$ cat src/rtl/core/pfb_pkg.sv
// Shared types and constants for the byte Playfair cipher.
// No dependencies; imported by pfb_front, pfb_back and playfair_byte_cipher.
package pfb_pkg;

	localparam int BYTE_W     = 8;
	localparam int BYTE_COUNT = 256;

	// operation codes on the request port
	localparam logic [1:0] OP_KEY     = 2'd0;
	localparam logic [1:0] OP_FINAL   = 2'd1;
	localparam logic [1:0] OP_ENCRYPT = 2'd2;

	// result status codes
	localparam logic [1:0] STAT_DONE    = 2'd0;
	localparam logic [1:0] STAT_IGNORED = 2'd1;
	localparam logic [1:0] STAT_REJECT  = 2'd2;

	// decoded request class carried from front to back
	typedef logic [1:0] kind_t;
	localparam kind_t KIND_KEY     = 2'd0;
	localparam kind_t KIND_FINAL   = 2'd1;
	localparam kind_t KIND_ENCRYPT = 2'd2;
	localparam kind_t KIND_BAD     = 2'd3;

	typedef struct packed {
		kind_t             kind;
		logic              key_zero;
		logic [BYTE_W-1:0] byte_a;
		logic [BYTE_W-1:0] byte_b;
	} cmd_t;

	typedef struct packed {
		logic [BYTE_W-1:0] first_out;
		logic [BYTE_W-1:0] second_out;
		logic [1:0]        status;
	} res_t;

endpackage

$ cat src/rtl/core/pfb_front.sv
// Front end: accepts requests, decodes the operation and queues the
// decoded command in a two-entry queue. Depends on pfb_pkg.
module pfb_front (
	input  logic                clk,
	input  logic                arst_n,
	input  logic                push,
	output logic                full,
	input  logic [1:0]          operation,
	input  logic [7:0]          first_byte,
	input  logic [7:0]          second_byte,
	output pfb_pkg::cmd_t       cmd,
	output logic                cmd_valid,
	input  logic                cmd_take
);
	import pfb_pkg::*;

	cmd_t       slot_q [2];
	logic       wr_ptr_q;
	logic       rd_ptr_q;
	logic [1:0] count_q;
	cmd_t       dec;
	logic       wr_en;
	logic       rd_en;

	always_comb begin
		dec.byte_a   = first_byte;
		dec.byte_b   = second_byte;
		dec.key_zero = (first_byte == '0);
		unique case (operation)
			OP_KEY:     dec.kind = KIND_KEY;
			OP_FINAL:   dec.kind = KIND_FINAL;
			OP_ENCRYPT: dec.kind = KIND_ENCRYPT;
			default:    dec.kind = KIND_BAD;
		endcase
	end

	assign full      = (count_q == 2'd2);
	assign cmd_valid = (count_q != 2'd0);
	assign cmd       = slot_q[rd_ptr_q];
	assign wr_en     = push && !full;
	assign rd_en     = cmd_take && cmd_valid;

	always_ff @(posedge clk or negedge arst_n) begin
		if (!arst_n) begin
			wr_ptr_q <= 1'b0;
			rd_ptr_q <= 1'b0;
			count_q  <= 2'd0;
		end else begin
			if (wr_en) wr_ptr_q <= !wr_ptr_q;
			if (rd_en) rd_ptr_q <= !rd_ptr_q;
			if (wr_en && !rd_en) count_q <= count_q + 2'd1;
			else if (rd_en && !wr_en) count_q <= count_q - 2'd1;
		end
	end

	always_ff @(posedge clk) begin
		if (wr_en) slot_q[wr_ptr_q] <= dec;
	end

endmodule

$ cat config.mk
export PLATFORM = sky130hd
export DESIGN_NAME = pfb_front
export DESIGN_NICKNAME = d
export VERILOG_FILES = /design/src/rtl/core/pfb_pkg.sv /design/src/rtl/core/pfb_front.sv
export SDC_FILE = /design/constraint.sdc
export NUM_CORES = 1
export LEC_CHECK = 0
export ABC_AREA = 1
export BUFFER_PORTS_ARGS = -buffer_cell sky130_fd_sc_hd__buf_2
export CORE_MARGIN = 2
export CORE_UTILIZATION = 55
export CTS_CLUSTER_SIZE = 30
export DETAILED_ROUTE_END_ITERATION = 12
export MAX_ROUTING_LAYER = met4
export PLACE_DENSITY = 0.83
export SLEW_MARGIN = 15
export SYNTH_ARGS = -nofsm -noshare
export SYNTH_HDL_FRONTEND = slang
export SYNTH_SLANG_ARGS = --single-unit
$ cat constraint.sdc
create_clock -name clk -period 4.35 [get_ports clk]
set_input_delay 0.6525 -clock clk [delete_from_list [all_inputs] [get_ports clk]]
set_output_delay 0.6525 -clock clk [all_outputs]
set_load 0.005 [all_outputs]
==> flow_metrics.env, run 1 <==
export IMPL_outcome="finished, violations left"
export IMPL_violations="design-rule violations"
export IMPL_hold_viol=0
export IMPL_drv_cap=0
export IMPL_fin_util=0.686
export IMPL_period_share=0.553
export IMPL_diodes=0
export IMPL_finalWorstSetupSlack_ns=1.95
export IMPL_clock_path_buffers=2
export IMPL_comb_power_share=0.326
export IMPL_leakagePower_nw=0.872
export IMPL_fmax_mhz=416
export IMPL_port_buffers=42
export IMPL_yosys_area_top_type="edfxtp_1"
export IMPL_yosysMostFrequentCell="nand2_1"
export IMPL_start_util=0.591
export IMPL_synth_seq_cells=42
export IMPL_dieArea_um2=3470
export IMPL_coreArea_um2=2810
export IMPL_num_rows=19
export IMPL_tightest_slew_ns=0.946
export IMPL_ys_types=17
export IMPL_drive_above_1_share=0.304
export IMPL_htree_levels=2
export IMPL_drt_initial_drc_count=58
export IMPL_grt_overflow_total=0
export IMPL_antenna_found_initial=0
export IMPL_drc_errors=2
export IMPL_peakVddDrop_uv=282
export IMPL_worstPathArrival_ns=1.75
export IMPL_grt_max_degree=22
export IMPL_grt_pass1_vias=1023
export IMPL_slew_limit_headroom=0.369
export IMPL_fp_dieH_um=58.9
export IMPL_vias_per_cell=4.92
export IMPL_final_antenna_net_count=0
export IMPL_vias=1058
export IMPL_setup_viol=0
export IMPL_tns_ns=0
export IMPL_switching_share=0.347
export IMPL_synth_edf_count=38
export IMPL_synth_ff_type="edfxtp_1"
export IMPL_clkTransAtPathRegs_ns=0.11
export IMPL_p_int_uw=762
export IMPL_power_switching_uw=404
export IMPL_synth_top_cell_area_share=0.688
export IMPL_cts_resized_gates=0
export IMPL_clk_latency_ns=0.34
export IMPL_finalWeightedCongestion=0.701
export IMPL_worstHoldPathType="in -> async"
export IMPL_p_seq_frac=0.525
export IMPL_grt_total_usage=0.189
export IMPL_clock_sinks=42
export IMPL_start_kind="register"
export IMPL_skew_ns=0.00716
export IMPL_setup_worst_path_end_class="output pin"
export IMPL_p_clk_frac=0.149
export IMPL_ys_seq_area_frac=0.749
export IMPL_areaGrowthSynthToFinish_pct=16.2
export IMPL_rsz0062_at_grt="false"
export IMPL_synthesis_nets=163
export IMPL_wl_per_cell_um=13.2
export IMPL_syn_avg_cell_area_um2=11.8
export IMPL_numCtsBuffers=5
export IMPL_drv_slew=0
export IMPL_power_density_nw_per_um2=606
export IMPL_whs_ns=0.102
export IMPL_post_cts_buffers=0
export IMPL_pre_cts_ws_ns=2.27
export IMPL_die_x_um=58.9
export IMPL_hpwl_mm=2.03
export IMPL_clock_root_buffer="clkbuf_4"
export IMPL_worstPathRequired_ns=3.70
export IMPL_synth_warnings=0
export IMPL_nets=206
export IMPL_grt_first_pass_wirelength_mm=4.62
export IMPL_synth_area_leaders="edfxtp_1 (69%), nand2_1 (15%), dfrtp_1 (6.0%)"
export IMPL_tritoncts="built"
export IMPL_synthArstFlopShare=0.0952
export IMPL_synth_common_cells="nand2_1 (67), edfxtp_1 (38), inv_1 (6), nor2_1 (6), dfrtp_1 (4)"
export IMPL_crit_type="reg -> out"
export IMPL_synth_cells=140
export IMPL_period_needed_ns=2.40
export IMPL_cp_max_fo=21
export IMPL_synthesis_area_um2=1660
export IMPL_num_io_pins=43
export IMPL_hold_buffers=0
export IMPL_dr_pass1_iters=8
export IMPL_wl_mm=2.84
-- path summary, 6_finish.rpt --
path	slack [ns]	cells past startpoint	start	to
max	1.95	4	rd_ptr_q	cmd[14]
min in group clk	0.49	2	count_q[1]	count_q[1]
min reg2reg	0.49	2	count_q[1]	count_q[1]
max in group asynchronous	4.13	1	arst_n	count_q[1]
max reg2reg	2.50	3	count_q[1]	slot_q[1][4]
min	0.10	1	arst_n	wr_ptr_q
-- critical path, stage by stage, from the launching register on --
cell,delay (ns)
dfrtp_1,0.77
inv_2,0.31
nand2_1,0.15
nand2_1,0.06
buf_2,0.12
-- per-stage QoR --
step,cells,power [mW],area (um^2)
after floorplan,140,0.853,1660
after global placement,207,0.987,1880
after detailed placement,207,1.01,1880
after CTS,215,1.18,1930
after global routing,215,1.25,1930
final,215,1.17,1930
-- layer usage --
layer	part of all wire	vias up	track usage
met2	0.53	28	0.322
met4	0.015	0	0.0682
li1	-	541	-
met1	0.40	484	0.215
met5	0	-	-
met3	0.051	5	0.0505
-- placed cells by master (no fill, tap or decap) --
master,n
buf_2,42
clkbuf_1,1
clkbuf_4,5
clkinv_1,1
clkinv_2,1
dfrtp_1,4
edfxtp_1,38
ha_1,1
inv_1,6
inv_2,2
nand2_1,67
nand2_2,3
nand3_1,2
nand4_1,1
nor2_1,5
nor2_2,2
nor2_4,1
o21ai_0,1
xnor2_1,1
-- state kept, by name (all words and copies together) (netlist names) --
register / cells
count_q: 2
wr_ptr_q: 1
rd_ptr_q: 1
slot_q: 38
-- power groups by stage --
stage                     Sequential, mW  Clock [mW]  Combinational, mW
after floorplan                    0.591           0              0.263
after global placement             0.617           0              0.370
after detailed placement           0.622           0              0.387
after CTS                          0.612       0.177              0.389
after global routing               0.625       0.191              0.433
final                              0.612       0.174              0.380
-- cell families (layout without fill, tap and decap cells) --
| logic type | Yosys count | count (layout) | synth area share |
|---|---|---|---|
| buffers and inverters | 14 | 58 | 0.0385 |
| and+or+nand+nor | 81 | 81 | 0.197 |
| DFF | 42 | 42 | 0.749 |
| adders and majority gates | 1 | 1 | 0.00755 |
| xor gates and xnor gates | 1 | 1 | 0.00528 |
| AOI/OAI and AO/OA | 1 | 1 | 0.00302 |
-- final cells by class --
class / instances / area (um^2)
tap: 31 / 38.8
clock buffer: 6 / 41.3
sequential: 42 / 1240
fill: 216 / 880
clock inverter: 2 / 8.76
timing repair buffer: 42 / 210
inverter: 8 / 30.0
multi-input combinational: 84 / 355
Power figures use the tool's default switching activity.
==> run 2: changes to the inputs <==
--- a/config.mk
+++ b/config.mk
@@ -8,11 +8,11 @@
 export ABC_AREA = 1
 export BUFFER_PORTS_ARGS = -buffer_cell sky130_fd_sc_hd__buf_2
 export CORE_MARGIN = 2
-export CORE_UTILIZATION = 55
+export CORE_UTILIZATION = 46
 export CTS_CLUSTER_SIZE = 30
 export DETAILED_ROUTE_END_ITERATION = 12
 export MAX_ROUTING_LAYER = met4
-export PLACE_DENSITY = 0.83
+export PLACE_DENSITY = 0.74
 export SLEW_MARGIN = 15
 export SYNTH_ARGS = -nofsm -noshare
 export SYNTH_HDL_FRONTEND = slang
==> constraint.sdc (replaced) <==
create_clock -name clk -period 2.1 [get_ports clk]
set_input_delay 0.315 -clock clk [delete_from_list [all_inputs] [get_ports clk]]
set_output_delay 0.315 -clock clk [all_outputs]
set_load 0.005 [all_outputs]
==> flow_metrics.env, run 2 (synthesized netlist as in run 1, its figures left out) <==
export IMPL_outcome="complete, no violations"
export IMPL_htree_levels=2
export IMPL_diodes=0
export IMPL_vias=1077
export IMPL_numCtsBuffers=5
export IMPL_setup_viol=0
export IMPL_vias_per_cell=4.60
export IMPL_switching_share=0.354
export IMPL_drv_cap=0
export IMPL_post_cts_buffers=0
export IMPL_largest_register_ffs=38
export IMPL_fmax_mhz=620
export IMPL_cp_max_fo=20
export IMPL_drive_above_1_share=0.319
export IMPL_final_cell_mix="nand2_1 (67), buf_2 (42), edfxtp_1 (38)"
export IMPL_comb_power_share=0.357
export IMPL_period_share=0.768
export IMPL_nets=210
export IMPL_dieArea_um2=4100
export IMPL_num_rows=21
export IMPL_grt_total_usage=0.168
export IMPL_clock_path_buffers=2
export IMPL_final_common_cell="nand2_1"
export IMPL_die_x_um=64.0
export IMPL_p_seq_frac=0.487
export IMPL_antenna_found_initial=0
export IMPL_worstHoldPathType="in -> reg"
export IMPL_p_int_mw=1.61
export IMPL_hold_viol=0
export IMPL_final_antenna_net_count=0
export IMPL_worstPathRequired_ns=1.78
export IMPL_drv_slew=0
export IMPL_power_switching_uw=881
export IMPL_finalWeightedCongestion=0.835
export IMPL_skew_ns=0.00987
export IMPL_p_clk_frac=0.156
export IMPL_largestRegisters="slot_q x38, count_q x2"
export IMPL_tns_ns=0
export IMPL_total_power_mw=2.49
export IMPL_grt_max_degree=21
export IMPL_setup_worst_path_end_class="output pin"
export IMPL_start_util=0.489
export IMPL_hpwl_mm=2.19
export IMPL_num_io_pins=43
export IMPL_start_kind="register"
export IMPL_grt_pass1_vias=1110
export IMPL_coreArea_um2=3390
export IMPL_clk_latency_ns=0.34
export IMPL_grt_overflow_total=0
export IMPL_dr_pass1_iters=4
export IMPL_drt_initial_drc_count=47
export IMPL_cts_resized_gates=0
export IMPL_worstPathArrival_ns=1.30
export IMPL_clock_root_buffer="clkbuf_4"
export IMPL_clock_sinks=42
export IMPL_clkTransAtPathRegs_ns=0.12
export IMPL_fp_dieH_um=64.0
export IMPL_wl_per_cell_um=13.1
export IMPL_port_buffers=42
export IMPL_crit_type="reg -> out"
export IMPL_drc_errors=0
export IMPL_tritoncts="built"
export IMPL_wl_mm=3.07
export IMPL_top_register="slot_q"
export IMPL_tightest_slew_ns=0.340
export IMPL_leakagePower_nw=0.894
export IMPL_period_needed_ns=1.61
export IMPL_areaGrowthSynthToFinish_pct=19.5
export IMPL_slew_limit_headroom=0.773
export IMPL_peakVddDrop_uv=529
export IMPL_grt_first_pass_wirelength_mm=4.97
export IMPL_power_density_nw_per_um2=1260
export IMPL_rsz0062_at_grt="false"
run 2: area by class of cell:
class | instances | area, um^2
Clock buffer | 6 | 41.3
Clock inverter | 2 | 13.8
Fill cell | 297 | 1410
Inverter | 8 | 30.0
Multi-Input combinational cell | 84 | 355
Sequential cell | 42 | 1240
Tap cell | 46 | 57.6
Timing Repair Buffer | 46 | 243
run 2: per-stage QoR:
stage                     instance area [um^2]  utilization  hold WS (ns)  setup WS (ns)  cells
after floorplan                           1660            -        0.0194          0.293    140
after global placement                    1920        0.566         0.126          0.783    225
after detailed placement                  1920        0.566         0.124          0.713    225
after CTS                                 1980        0.585         0.139          0.448    234
after global routing                      1980        0.585         0.132          0.355    234
final                                     1980        0.585         0.153          0.488    234
run 2: layer usage:
metal / global-route usage / wire length, um / vias to the layer above
met3: 0.0440 / 108 / 8
li1: - / - / 544
met4: 0.0734 / 62 / 0
met5: - / 0 / -
met1: 0.167 / 1160 / 500
met2: 0.306 / 1740 / 25
run 2: critical path, cell delays in order (launching register included):
cell and delay [ns]:
dfrtp_1 0.40, inv_2 0.27, nand2_1 0.09, nand2_1 0.09, buf_2 0.11
run 2: power groups by stage:
stage          Clock, mW  Sequential, mW  Combinational, mW
5_1_grt            0.428            1.23               1.01
3_5_place_dp           0            1.23              0.909
2_1_floorplan          0            1.22              0.544
4_1_cts            0.393            1.21              0.913
6_report           0.388            1.21              0.889
3_3_place_gp           0            1.22              0.862
run 2: final timing paths:
kind,startpoint,depth (start not counted),slack (ns),endpoint
setup / recovery,rd_ptr_q,4,0.49,cmd[16]
hold / removal,second_byte[7],1,0.15,slot_q[1][7]
setup reg to reg,count_q[0],8,0.69,count_q[1]
hold reg to reg,wr_ptr_q,2,0.50,wr_ptr_q
max in group asynchronous,arst_n,2,1.67,wr_ptr_q
min in group asynchronous,arst_n,2,0.32,rd_ptr_q
run 2: repair_timing:
action | CTS | global route
endpoints found under the setup margin | 0 | 0
endpoints found under the hold margin | 4 | 0
hold buffers | 1 | 0
